`config.mk`:
```
export PLATFORM = sky130hd
export DESIGN_NAME = cicd_seq
export DESIGN_NICKNAME = d
export VERILOG_FILES = /design/src/hdl/cicd_pkg.sv /design/src/hdl/cicd_seq.sv
export SDC_FILE = /design/constraint.sdc
export NUM_CORES = 1
export LEC_CHECK = 0
export ABC_AREA = 1
export BUFFER_PORTS_ARGS = -buffer_cell sky130_fd_sc_hd__buf_2
export CAP_MARGIN = 20
export CORE_AREA = 2 2 178 180
export DETAILED_ROUTE_END_ITERATION = 10
export DIE_AREA = 0 0 180 182
export HOLD_SLACK_MARGIN = 0.03
export PLACE_DENSITY = 0.87
export SLEW_MARGIN = 10
export SYNTH_ARGS = -nofsm -noshare
export SYNTH_HDL_FRONTEND = slang
export SYNTH_SLANG_ARGS = --single-unit
```
`constraint.sdc`:
```
create_clock -name clk_i -period 15 [get_ports clk_i]
set_input_delay 0.75 -clock clk_i [delete_from_list [all_inputs] [get_ports clk_i]]
set_output_delay 0.75 -clock clk_i [all_outputs]
set_load 0.03 [all_outputs]
```
`src/hdl/cicd_pkg.sv`:
```
// Shared types, constants and field widths for the cloud-in-cell charge deposit block.
package cicd_pkg;

  localparam int GRID_X_DEF = 32;
  localparam int GRID_Y_DEF = 32;

  localparam int POS_W  = 26;
  localparam int INV_W  = 24;
  localparam int Q_W    = 32;
  localparam int IDX_W  = 5;
  localparam int SUM_W  = 48;
  localparam int WGT_W  = 17;
  localparam int U_W    = 34;
  localparam int NODE_W = 19;

  localparam int S_DATA_W = 96;
  localparam int S_USER_W = 2;
  localparam int M_DATA_W = 48;
  localparam int M_USER_W = 1;

  localparam int CFG_AW = 3;
  localparam int CFG_DW = 32;

  localparam int MUL_A_W = 33;
  localparam int MUL_B_W = 33;
  localparam int MUL_P_W = 67;

  localparam logic [INV_W-1:0] INV_RESET = 24'h010000;
  localparam logic [WGT_W-1:0] ONE_Q16   = 17'h10000;

  typedef enum logic [1:0] {
    REQ_CLEAR   = 2'd0,
    REQ_DEPOSIT = 2'd1,
    REQ_READ    = 2'd2
  } req_e;

  typedef enum logic {
    REG_X_INV = 1'b0,
    REG_Y_INV = 1'b1
  } reg_e;

  typedef enum logic [3:0] {
    ST_CLR,
    ST_IDLE,
    ST_MX,
    ST_MY,
    ST_CHK,
    ST_MW,
    ST_MQ,
    ST_WR,
    ST_RD,
    ST_RDW,
    ST_RESP
  } state_e;

  typedef struct packed {
    logic [NODE_W-1:0] node;
    logic [WGT_W-1:0]  wgt;
  } axis_t;

  typedef struct packed {
    logic busy;
    logic clearing;
    logic ram_we;
  } seq_stat_t;

endpackage

```
`src/hdl/cicd_seq.sv`:
```
// Request sequencer: scaling, range check, four read-modify-write updates, reads and clears.
module cicd_seq #(
  parameter int GRID_X = cicd_pkg::GRID_X_DEF,
  parameter int GRID_Y = cicd_pkg::GRID_Y_DEF
) (
  input  logic                                      clk_i,
  input  logic                                      rst_ni,
  input  logic                                      s_axis_tvalid,
  output logic                                      s_axis_tready,
  input  logic [cicd_pkg::S_DATA_W-1:0]             s_axis_tdata,
  input  logic [cicd_pkg::S_USER_W-1:0]             s_axis_tuser,
  output logic                                      m_axis_tvalid,
  input  logic                                      m_axis_tready,
  output logic [cicd_pkg::M_DATA_W-1:0]             m_axis_tdata,
  output logic [cicd_pkg::M_USER_W-1:0]             m_axis_tuser,
  input  logic [cicd_pkg::INV_W-1:0]                x_inv_i,
  input  logic [cicd_pkg::INV_W-1:0]                y_inv_i,
  output logic [cicd_pkg::MUL_A_W-1:0]              mul_a_o,
  output logic signed [cicd_pkg::MUL_B_W-1:0]       mul_b_o,
  input  logic signed [cicd_pkg::MUL_P_W-1:0]       mul_p_i,
  output logic                                      ram_we_o,
  output logic [$clog2(GRID_X*GRID_Y)-1:0]          ram_waddr_o,
  output logic [cicd_pkg::SUM_W-1:0]                ram_wdata_o,
  output logic                                      ram_re_o,
  output logic [$clog2(GRID_X*GRID_Y)-1:0]          ram_raddr_o,
  input  logic [cicd_pkg::SUM_W-1:0]                ram_rdata_i,
  output cicd_pkg::seq_stat_t                       stat_o
);
  import cicd_pkg::*;

  localparam int N  = GRID_X * GRID_Y;
  localparam int AW = $clog2(N);
  localparam int XW = $clog2(GRID_X);
  localparam int YW = $clog2(GRID_Y);
  localparam logic [NODE_W-1:0] XMAX = NODE_W'(GRID_X - 1);
  localparam logic [NODE_W-1:0] YMAX = NODE_W'(GRID_Y - 1);
  localparam logic [AW-1:0]     LAST = AW'(N - 1);

  function automatic axis_t axis_split(input logic [MUL_P_W-1:0] p);
    logic [U_W-1:0] u;
    logic           frac_nz;
    axis_t          r;
    u       = p[U_W+15:16];
    frac_nz = |u[15:0];
    r.node  = NODE_W'(u[U_W-1:16]) + NODE_W'(frac_nz);
    if (r.node == '0) begin
      r.wgt = '0;
    end else if (frac_nz) begin
      r.wgt = {1'b0, u[15:0]};
    end else begin
      r.wgt = ONE_Q16;
    end
    return r;
  endfunction

  state_e state_q, state_d;
  logic [POS_W-1:0]        pos_x_q, pos_x_d, pos_y_q, pos_y_d;
  logic signed [Q_W-1:0]   q_q, q_d;
  logic [IDX_W-1:0]        col_q, col_d, row_q, row_d;
  logic [AW-1:0]           cnt_q, cnt_d;
  logic [1:0]              corner_q, corner_d;
  logic                    clr_resp_q, clr_resp_d;
  logic                    hit_q, hit_d;
  logic [NODE_W-1:0]       cx_q, cx_d;
  logic [YW-1:0]           cy_q, cy_d;
  logic [WGT_W-1:0]        wx_q, wx_d, wy_q, wy_d;
  logic                    res_status_q, res_status_d;
  logic [SUM_W-1:0]        res_density_q, res_density_d;
  logic                    out_valid_q, out_valid_d;
  logic                    out_status_q, out_status_d;
  logic [SUM_W-1:0]        out_density_q, out_density_d;

  axis_t                   ax, ay;
  logic [XW-1:0]           xsel;
  logic [YW-1:0]           ysel;
  logic [WGT_W-1:0]        wsx, wsy;
  logic [AW-1:0]           corner_addr, read_addr;
  logic                    read_ok;
  logic signed [Q_W-1:0]   share;
  logic [SUM_W:0]          sum;
  logic [SUM_W-1:0]        sum_sat;

  assign ax = axis_split(mul_p_i);
  assign ay = axis_split(mul_p_i);

  assign xsel = corner_q[0] ? (cx_q[XW-1:0] - XW'(1)) : cx_q[XW-1:0];
  assign ysel = corner_q[1] ? (cy_q - YW'(1)) : cy_q;
  assign wsx  = corner_q[0] ? (ONE_Q16 - wx_q) : wx_q;
  assign wsy  = corner_q[1] ? (ONE_Q16 - wy_q) : wy_q;
  assign corner_addr = AW'(AW'(ysel) * AW'(GRID_X)) + AW'(xsel);
  assign read_addr   = AW'(AW'(row_q) * AW'(GRID_X)) + AW'(col_q);
  assign read_ok     = (32'(col_q) < GRID_X) && (32'(row_q) < GRID_Y);

  assign share = $signed(mul_p_i[63:32]);
  assign sum   = {ram_rdata_i[SUM_W-1], ram_rdata_i} + (SUM_W+1)'(share);
  always_comb begin
    if (sum[SUM_W] != sum[SUM_W-1]) begin
      sum_sat = sum[SUM_W] ? {1'b1, {(SUM_W-1){1'b0}}} : {1'b0, {(SUM_W-1){1'b1}}};
    end else begin
      sum_sat = sum[SUM_W-1:0];
    end
  end

  always_comb begin
    state_d       = state_q;
    pos_x_d       = pos_x_q;
    pos_y_d       = pos_y_q;
    q_d           = q_q;
    col_d         = col_q;
    row_d         = row_q;
    cnt_d         = cnt_q;
    corner_d      = corner_q;
    clr_resp_d    = clr_resp_q;
    hit_d         = hit_q;
    cx_d          = cx_q;
    cy_d          = cy_q;
    wx_d          = wx_q;
    wy_d          = wy_q;
    res_status_d  = res_status_q;
    res_density_d = res_density_q;
    out_valid_d   = out_valid_q && !m_axis_tready;
    out_status_d  = out_status_q;
    out_density_d = out_density_q;
    mul_a_o       = '0;
    mul_b_o       = '0;
    ram_we_o      = 1'b0;
    ram_waddr_o   = corner_addr;
    ram_wdata_o   = sum_sat;
    ram_re_o      = 1'b0;
    ram_raddr_o   = corner_addr;
    s_axis_tready = 1'b0;

    unique case (state_q)
      ST_CLR: begin
        ram_we_o    = 1'b1;
        ram_waddr_o = cnt_q;
        ram_wdata_o = '0;
        cnt_d       = cnt_q + AW'(1);
        if (cnt_q == LAST) begin
          cnt_d   = '0;
          state_d = clr_resp_q ? ST_RESP : ST_IDLE;
        end
      end
      ST_IDLE: begin
        s_axis_tready = 1'b1;
        if (s_axis_tvalid) begin
          pos_x_d       = s_axis_tdata[25:0];
          pos_y_d       = s_axis_tdata[51:26];
          q_d           = $signed(s_axis_tdata[83:52]);
          col_d         = s_axis_tdata[88:84];
          row_d         = s_axis_tdata[93:89];
          res_status_d  = 1'b0;
          res_density_d = '0;
          corner_d      = '0;
          unique case (req_e'(s_axis_tuser))
            REQ_CLEAR: begin
              clr_resp_d = 1'b1;
              cnt_d      = '0;
              state_d    = ST_CLR;
            end
            REQ_DEPOSIT: state_d = ST_MX;
            REQ_READ:    state_d = ST_RD;
            default:     state_d = ST_RESP;
          endcase
        end
      end
      ST_MX: begin
        mul_a_o = MUL_A_W'(pos_x_q);
        mul_b_o = MUL_B_W'(x_inv_i);
        state_d = ST_MY;
      end
      ST_MY: begin
        mul_a_o = MUL_A_W'(pos_y_q);
        mul_b_o = MUL_B_W'(y_inv_i);
        cx_d    = ax.node;
        wx_d    = ax.wgt;
        state_d = ST_CHK;
      end
      ST_CHK: begin
        cy_d = ay.node[YW-1:0];
        wy_d = ay.wgt;
        if (cx_q == '0 || cx_q > XMAX || ay.node == '0 || ay.node > YMAX) begin
          res_status_d = 1'b1;
          state_d      = ST_RESP;
        end else begin
          state_d = ST_MW;
        end
      end
      ST_MW: begin
        mul_a_o  = MUL_A_W'(wsx);
        mul_b_o  = MUL_B_W'(wsy);
        ram_re_o = 1'b1;
        state_d  = ST_MQ;
      end
      ST_MQ: begin
        mul_a_o = mul_p_i[MUL_A_W-1:0];
        mul_b_o = MUL_B_W'(q_q);
        state_d = ST_WR;
      end
      ST_WR: begin
        ram_we_o = 1'b1;
        corner_d = corner_q + 2'd1;
        state_d  = (corner_q == 2'd3) ? ST_RESP : ST_MW;
      end
      ST_RD: begin
        ram_re_o    = read_ok;
        ram_raddr_o = read_addr;
        hit_d       = read_ok;
        state_d     = ST_RDW;
      end
      ST_RDW: begin
        res_density_d = hit_q ? ram_rdata_i : '0;
        state_d       = ST_RESP;
      end
      ST_RESP: begin
        if (!out_valid_q || m_axis_tready) begin
          out_valid_d   = 1'b1;
          out_status_d  = res_status_q;
          out_density_d = res_density_q;
          state_d       = ST_IDLE;
        end
      end
      default: state_d = ST_IDLE;
    endcase
  end

  always_ff @(posedge clk_i or negedge rst_ni) begin
    if (!rst_ni) begin
      state_q     <= ST_CLR;
      cnt_q       <= '0;
      corner_q    <= '0;
      clr_resp_q  <= 1'b0;
      hit_q       <= 1'b0;
      out_valid_q <= 1'b0;
    end else begin
      state_q     <= state_d;
      cnt_q       <= cnt_d;
      corner_q    <= corner_d;
      clr_resp_q  <= clr_resp_d;
      hit_q       <= hit_d;
      out_valid_q <= out_valid_d;
    end
  end

  always_ff @(posedge clk_i) begin
    pos_x_q       <= pos_x_d;
    pos_y_q       <= pos_y_d;
    q_q           <= q_d;
    col_q         <= col_d;
    row_q         <= row_d;
    cx_q          <= cx_d;
    cy_q          <= cy_d;
    wx_q          <= wx_d;
    wy_q          <= wy_d;
    res_status_q  <= res_status_d;
    res_density_q <= res_density_d;
    out_status_q  <= out_status_d;
    out_density_q <= out_density_d;
  end

  assign m_axis_tvalid   = out_valid_q;
  assign m_axis_tdata    = out_density_q;
  assign m_axis_tuser    = out_status_q;
  assign stat_o.busy     = (state_q != ST_IDLE);
  assign stat_o.clearing = (state_q == ST_CLR);
  assign stat_o.ram_we   = ram_we_o;

endmodule

```
-- Word level (Yosys, flattened, before mapping)
Index checks and enable logic that the tools add are counted.
- bits in registers: 269
- input port bits: 265
- output and inout port bits: 190
- logic and storage cells: 116
- reductions and logical operators: 26
- magnitude comparators: 2
- $add $sub $neg: 10
- mux-type cells: 38
- equality and inequality tests: 21
- operators by type and width (cell ; count):
    $pmux W33 S4 ; 2
    $mux W48 ; 5
    $pmux W48 S2 ; 1
    $mux W17 ; 4
    $mux W10 ; 5
    $add A48 B32 Y49 ; 1
    $pmux W4 S11 ; 1
    $gt A19 B5 Y1 const B ; 2
    $logic_not A19 Y1 ; 2
    $sub A17 B17 Y17 const A ; 2
    $mux W4 ; 6
    $add A10 B5 Y10 ; 2
    $pmux W10 S2 ; 1
    $add A18 B1 Y19 ; 1
    $eq A4 B3 Y1 const B ; 4
    $reduce_or A16 Y1 ; 1
    $eq A4 B4 Y1 const B ; 3
    $pmux W4 S3 ; 1
    $reduce_and A3 Y1 ; 4
    $add A10 B1 Y10 const B ; 1
    $eq A10 B10 Y1 const B ; 1
    $mux W5 ; 2
    $sub A5 B1 Y5 const B ; 2
    $eq A4 B2 Y1 const B ; 2
    other kinds (20) ; 41

-- Longest topological paths before layout
Gate-level depths: netlist (run 1).
- word-level depth: 7
- gate-level depth with buffers: 19
- gate-level depth less buffers: 18

-- Worst setup path before layout (run 1)
OpenSTA, ideal clock, no wires.
- path type: reg-to-reg
- start point: reg state_q[3]
- end point: reg res_density_q[0] (enable)
- clock period less this slack: 7051 ps
- data arrival time: 6645 ps
- library setup time: 407 ps
- required time: 14593 ps
- cell stages (with the launch flop): 6
- path buffers: 0
- path slack: 7949 ps
- cells stage by stage: dfrtp_1 nor2_1 nand3_1 nor2_1 inv_1 nand2_1
- cells in the longest elaborated chain, start to end: 3
- elaborated cells between the ends (all ways): 5
- classes of those cells: eq/ne (3); reduce/logical (2)
- RTL lines (element ; line ; RTL):
    start: declaration ; cicd_seq.sv:56 ; state_e state_q, state_d;
    start signal: assignment ; cicd_seq.sv:236 ; state_q <= state_d;
    $eq A4 B1 Y1 / $eq A4 B4 Y1 (equally long branches) ; cicd_seq.sv:133 ; unique case (state_q)
    $ne A2 B2 Y1 (no source line) / $reduce_bool A2 Y1 (equally long branches) ; -- ;
    $reduce_and A2 Y1 (no source line) * ; -- ;
    end signal: assignment ; cicd_seq.sv:256 ; res_density_q <= res_density_d;
    end: declaration ; cicd_seq.sv:68 ; logic [SUM_W-1:0] res_density_q, res_density_d;
Mark *: on every way between the ends. The rest lies on a longest branch, timed or not.
A chain may end at the register's enable or synchronous reset.

-- Final worst setup path (run 1)
- start point: in ram_rdata_i[24] in the netlist's numbering
- end point: out ram_wdata_o[22] in the netlist's numbering
- cells in the longest elaborated chain, start to end: 4
- elaborated cells between the ends (all ways): 5
- classes of those cells: add/sub (1); eq/ne (1); mux (3)
- RTL lines (element ; line ; RTL):
    start: declaration ; cicd_seq.sv:26 ; input logic [cicd_pkg::SUM_W-1:0] ram_rdata_i,
    $add A48 B32 Y49 * ; cicd_seq.sv:95 ; assign sum = {ram_rdata_i[SUM_W-1], ram_rdata_i} + (SUM_W+1)'(share);
    $mux W48 / $ne A1 B1 Y1 (equally long branches) ; cicd_seq.sv:98, cicd_seq.sv:97 ;
    $mux W48 * ; cicd_seq.sv:97 ; if (sum[SUM_W] != sum[SUM_W-1]) begin
    $mux W48 * ; cicd_seq.sv:133 ;
    end: declaration ; cicd_seq.sv:23 ; output logic [cicd_pkg::SUM_W-1:0] ram_wdata_o,
Marks and branches as above.

==> run metrics, run 1 <==
worst skew pair latency 580 ps; worst r2r src state_q[1]; Rel. slew slack 29.4%; Post-synth EDFFs 250; IO Count 455; Setup Total Neg Slack 0 ps; pin count of the biggest net entering global routing 73; Post-CTS Hold Fix Bufs 0; fmax 197 MHz; maxcap violations 0; Critical Path RT 14250 ps; crit path cell chain buf_2 > ha_1 > nand2_1 > inv_1 > nand2_1 > nor3_2 > nand2_1 > nor2_1 > nand2_1 > nand4_1 > nand2_1 > a21oi_2 > buf_4 > nand2_1 > inv_1 > buf_2; kind of critical path in -> out; pwr/cell area 156 nW/um2; RR Endpoint state_q[0]; end point of the critical path ram_wdata_o[22]; drt drc 0; grt total ovfl 0; Crit. End Element primary output; unrepaired setup endpoints after global routing false; Sink Count 269; ANT nets after route 0; CTS H-tree lvls 1; cell area after synthesis 16700 um2; final worst slack 9930 ps; P_leak 10.1 nW; Largest stage delay, worst path 830 ps; dpl cell area 19300 um2; skew final 35.9 ps; TritonCTS clock tree built; most frequent CP cell nand2_1; min Tclk post-route 5070 ps; ys flop type edfxtp_1; Resized cells post-CTS 0; Die Y 182 um; Die X-Extent 180 um; post-synthesis cell type count 40; ratio of cells with drive above 1 in the final layout 21.3%; initial antenna violation count 5; worst ir drop on vdd 117 uV; vias in the first global route 15.5k; P&R area growth vs syn 21.1%; dpl cells 2942; Post-Synthesis Cells 2129; post-DP HPWL 44900 um; Crit. path cell count 16; all-layer global routing usage 33.5%; Root Buffer clkbuf_16; worst min path class in -> async; postcts setup bufs 0; drt initial violations 1867; syn nets 2453; Finished Layout Cells 2998; Clock transition at path regs 60 ps; Crit Path Max Fanout 31; Yosys warning total 0; total CTS buffers 28; Worst Reg-to-Reg Cells 9; FFs w/ async S/R, synth 7.06%; syn_area_per_cell 7.85 um2; Vias 16.5k; leading area contributor after synthesis edfxtp_1; Slowest cell on crit path a21oi_2; Core Area 31000 um2; Initial Util 53.9%; top cell type's share of synthesized area 44.9%; Final Slew Violations 0; Hold Slack 128 ps; finished layout cell area 20200 um2; wirelength, routed 56700 um; Row Count 65; RD Place Congestion 0.999; Worst Tran Pin Value 1060 ps; Fin. Hold Viols 0; CP Data Arrival Time 4320 ps; final setup violation count 0; number of detailed-route iterations in the first pass 6; synth top area cells edfxtp_1 (45%), nand2_1 (15%), inv_1 (8.0%), nor2_1 (4.5%), ha_1 (4.3%); Seq/Total Area, Yosys 47.8%; Vias/cell 5.51; Startpoint Class input port; clock buffer depth 3; Setup WS pre-CTS 10110 ps; Final nets 2894; CP startpoint ram_rdata_i[24]; FF+latch count, synth 269; PortBufs 449; CP top delay family simple AND/OR/NAND/NOR gates; internal reg-to-reg setup slack 11760 ps; DR WL/cell 18.9 um; die footprint 32800 um2; status completed; fin crit share 33.8%; global-route wire length before repair 86100 um; Buf/Inv on CP 5
==> through the flow <==
stage          total power [mW]  utilization (%)
6_report                   3.16             65.3
5_1_grt                    3.31             65.3
4_1_cts                    3.16             65.2
3_5_place_dp               2.46             62.2
3_3_place_gp               2.43             62.2
2_1_floorplan              2.03                -
==> synthesized netlist by cell type (4+ instances only) <==
cell type,count
a22o_1,6
nor4_1,11
o21ai_0,67
inv_2,15
o21bai_1,15
edfxtp_1,250
xor2_1,17
xnor2_1,31
clkinv_1,4
nor2_2,8
or2_2,5
dfrtp_1,19
buf_2,8
o2111ai_1,13
nand2_1,657
a31oi_1,5
ha_1,58
a21oi_1,85
inv_1,358
nand3_1,141
nor2_1,202
nand2_2,5
clkbuf_1,28
nor3_1,32
buf_6,11
nand4_1,53
==> power breakdown <==
part / internal, mW / switching, mW / leakage (nW) / total [mW]
Sequential: 1.01 / 0.0620 / 2.54 / 1.07
Combinational: 0.356 / 1.04 / 7.07 / 1.39
Clock: 0.397 / 0.301 / 0.440 / 0.698
==> how the worst min path moves through the flow <==
| stage | startpoint | endpoint | slack (ps) | depth (start not counted) |
|---|---|---|---|---|
| floorplan | res_density_q[0] | m_axis_tdata[0] | 400 | 0 |
| global placement | res_density_q[44] | m_axis_tdata[44] | 400 | 0 |
| detailed placement | res_density_q[1] | m_axis_tdata[1] | 400 | 0 |
| CTS | rst_ni | corner_q[0] | 130 | 1 |
| global route | rst_ni | corner_q[0] | 150 | 1 |
| finish | rst_ni | corner_q[0] | 130 | 1 |
==> worst register-to-register path, stage by stage (launching register included) <==
cell	delay (ps)
dfrtp_1	410
inv_1	100
nor2_1	100
nand2_1	590
clkinv_1	720
buf_4	480
a21oi_1	290
nand4_1	120
a211oi_1	230
a21oi_1	100
==> registers in the layout, summed over array words and instances (netlist names), 2 cells and up <==
register,count
q_q,32
col_q,5
row_q,5
wy_q,17
m_axis_tdata,48
cy_q,5
state_q,4
res_density_q,48
pos_y_q,26
corner_q,2
pos_x_q,26
cnt_q,10
cx_q,19
wx_q,17
==> cell type report <==
cell class	count	area, um2
diodes	4	10.0
clock buffers	30	708
clock inverters	22	223
fillers	2683	10800
inverters	377	1420
multi-input cells	1433	7050
flip-flops and latches	269	7980
well taps	402	503
repair buffers	461	2340
==> kinds of logic after synthesis <==
group                    Yosys count  share of synthesized area, %
XOR/XNOR                          48                          2.52
flip-flops                       269                          47.8
AO/OA/AOI/OAI                    202                          6.90
buffers and inverters            427                          10.2
adder cells (fa/ha/maj)           59                          4.46
AND/OR/NAND/NOR                 1124                          28.1
==> per-layer routing <==
metal  vias to the layer above  routed length, um  global-route usage, %
met2                       931              25200                   53.1
met1                      7675              23800                   46.4
li1                       7779                  -                      -
met3                       137               5270                   5.29
met5                         -                 13                      0
met4                         2               2370                   13.3
==> cells in the final DEF (no fill, tap or decap), types with 11 or more instances in the layout <==
cell type / netlist / layout
a21oi_1: 85 / 84
nand2_1: 657 / 655
ha_1: 58 / 58
xor2_1: 17 / 17
nor3_1: 32 / 31
buf_2: 8 / 449
inv_2: 15 / 15
nand4_1: 53 / 53
o21ai_0: 67 / 67
nor4_1: 11 / 11
edfxtp_1: 250 / 250
o2111ai_1: 13 / 13
xnor2_1: 31 / 31
dfrtp_1: 19 / 19
clkbuf_16: 0 / 28
nor2_1: 202 / 201
buf_4: 3 / 12
nand3_1: 141 / 141
inv_1: 358 / 358
o21bai_1: 15 / 15
No activity file was read; power rests on OpenSTA's default activity.
==> run 2: changes to the inputs <==
Settings changed: CORE_AREA 2 2 178 180 to default, CORE_MARGIN from default to 2, CORE_UTILIZATION from default to 54, DIE_AREA 0 0 180 182 to default.
Clock period 15 ns to 5.1 ns, I/O delays scaled along.
==> run metrics, run 2 (same netlist as run 1, synthesis figures left out) <==
dpl cell area 19300 um2; Hold Slack 39.7 ps; fillers 2378; grt total ovfl 0; clock power share 22.1%; dpl cells 2936; RD Place Congestion 1.01; ANT nets after route 0; IO Count 455; all-layer global routing usage 36.7%; Die Y 180 um; Clock transition at path regs 60 ps; status completed; Resized cells post-CTS 0; kind of critical path in -> out; Core Area 30500 um2; internal power 5.27 mW; Final Slew Violations 0; fmax 233 MHz; worst ir drop on vdd 328 uV; Root Buffer clkbuf_16; skew final 25.6 ps; die footprint 32400 um2; Vias/cell 5.58; Finished Layout Cells 3124; worst min path class in -> reg; postcts setup bufs 0; global-route wire length before repair 93200 um; P&R area growth vs syn 28.7%; initial antenna violation count 7; finished layout cell area 21500 um2; Critical Path RT 4850 ps; worst skew pair latency 580 ps; drt initial violations 2030; CP Data Arrival Time 4050 ps; PortBufs 449; Seq. cell area 7980 um2; number of detailed-route iterations in the first pass 9; Sink Count 269; area of the multi-input gates 7040 um2; Die X-Extent 180 um; drt drc 0; Switching Fraction 44.3%; fin crit share 84.3%; share of power burned in registers 33.6%; total CTS buffers 30; CTS H-tree lvls 1; vias in the first global route 17.1k; Rel. slew slack 28.8%; pin count of the biggest net entering global routing 88; P_leak 10.6 nW; Startpoint Class input port; Initial Util 54.8%; Setup Total Neg Slack 0 ps; Post-CTS Hold Fix Bufs 126; Vias 17.4k; Worst Tran Pin Value 1070 ps; maxcap violations 0; Fin. Hold Viols 0; min Tclk post-route 4300 ps; commonest non-fill, non-tap cell in the layout nand2_1; clock buffer depth 3; Crit. End Element primary output; Core Util, Final 70.5%; DR WL/cell 19.6 um; Psw 4.19 mW; Final nets 3022; Crit Path Max Fanout 31; pwr/cell area 440 nW/um2; most frequent cells in the layout nand2_1 (656), buf_2 (449), inv_1 (358), edfxtp_1 (250), nor2_1 (201); final setup violation count 0; ratio of cells with drive above 1 in the final layout 20.1%; combinational share of power 44.3%; Row Count 64; post-DP HPWL 45400 um; unrepaired setup endpoints after global routing false; wirelength, routed 61200 um; TritonCTS clock tree built
-- run 2: layout make-up --
class	instances	area share (%)
diodes	7	0.0815
repair buffers	587	16.7
well taps	396	2.30
inverters	377	6.58
clock buffers	43	3.86
flip-flops and latches	269	37.1
clock inverters	12	0.535
multi-input cells	1433	32.8
-- run 2: per-stage QoR --
stage | setup slack [ps] | total power [mW]
6_report | 800 | 9.46
5_1_grt | 637 | 9.87
4_1_cts | 971 | 9.34
3_5_place_dp | 1350 | 7.20
3_3_place_gp | 1480 | 7.11
2_1_floorplan | 876 | 5.95
-- run 2: power by group through the flow --
stage	clock (mW)	sequential [mW]	combinational, mW
floorplan	0	3.24	2.72
detailed placement	0	3.20	4.00
global route	2.19	3.21	4.47
finish	2.09	3.18	4.19
global placement	0	3.18	3.93
CTS	2.08	3.16	4.10
-- run 2: worst paths after layout --
path | startpoint | to | slack (ps) | depth (start not counted)
hold / removal | ram_rdata_i[45] | res_density_q[45] | 40 | 3
min in group asynchronous | rst_ni | corner_q[1] | 210 | 2
setup / recovery | ram_rdata_i[38] | ram_wdata_o[12] | 800 | 17
hold reg to reg | res_density_q[34] | m_axis_tdata[34] | 420 | 0
max in group asynchronous | rst_ni | state_q[1] | 4560 | 2
setup reg to reg | state_q[3] | res_density_q[41] | 2060 | 6
-- run 2: per-layer routing --
metal  routed length (um)  part of all wire, %  up-vias  GRT usage, %
met5                   14                0.023        -             0
met4                 3210                  5.2        2          18.0
met3                 6390                   10      218          6.42
met2                27600                   45     1118          58.8
met1                23900                   39     8046          48.3
li1                     -                    -     8034             -
-- run 2: worst max-delay path: stages --
cell and delay (ps):
dlygate4sd3_1 550, buf_2 140, ha_1 410, nand2_1 120, nor2_1 190, inv_1 70, nor2_1 260, nand2_1 120
nor2_1 120, nand2_1 100, nand4_1 140, nand2_2 70, a21oi_2 660, buf_4 420, nand2_1 130, inv_1 60
buf_2 190
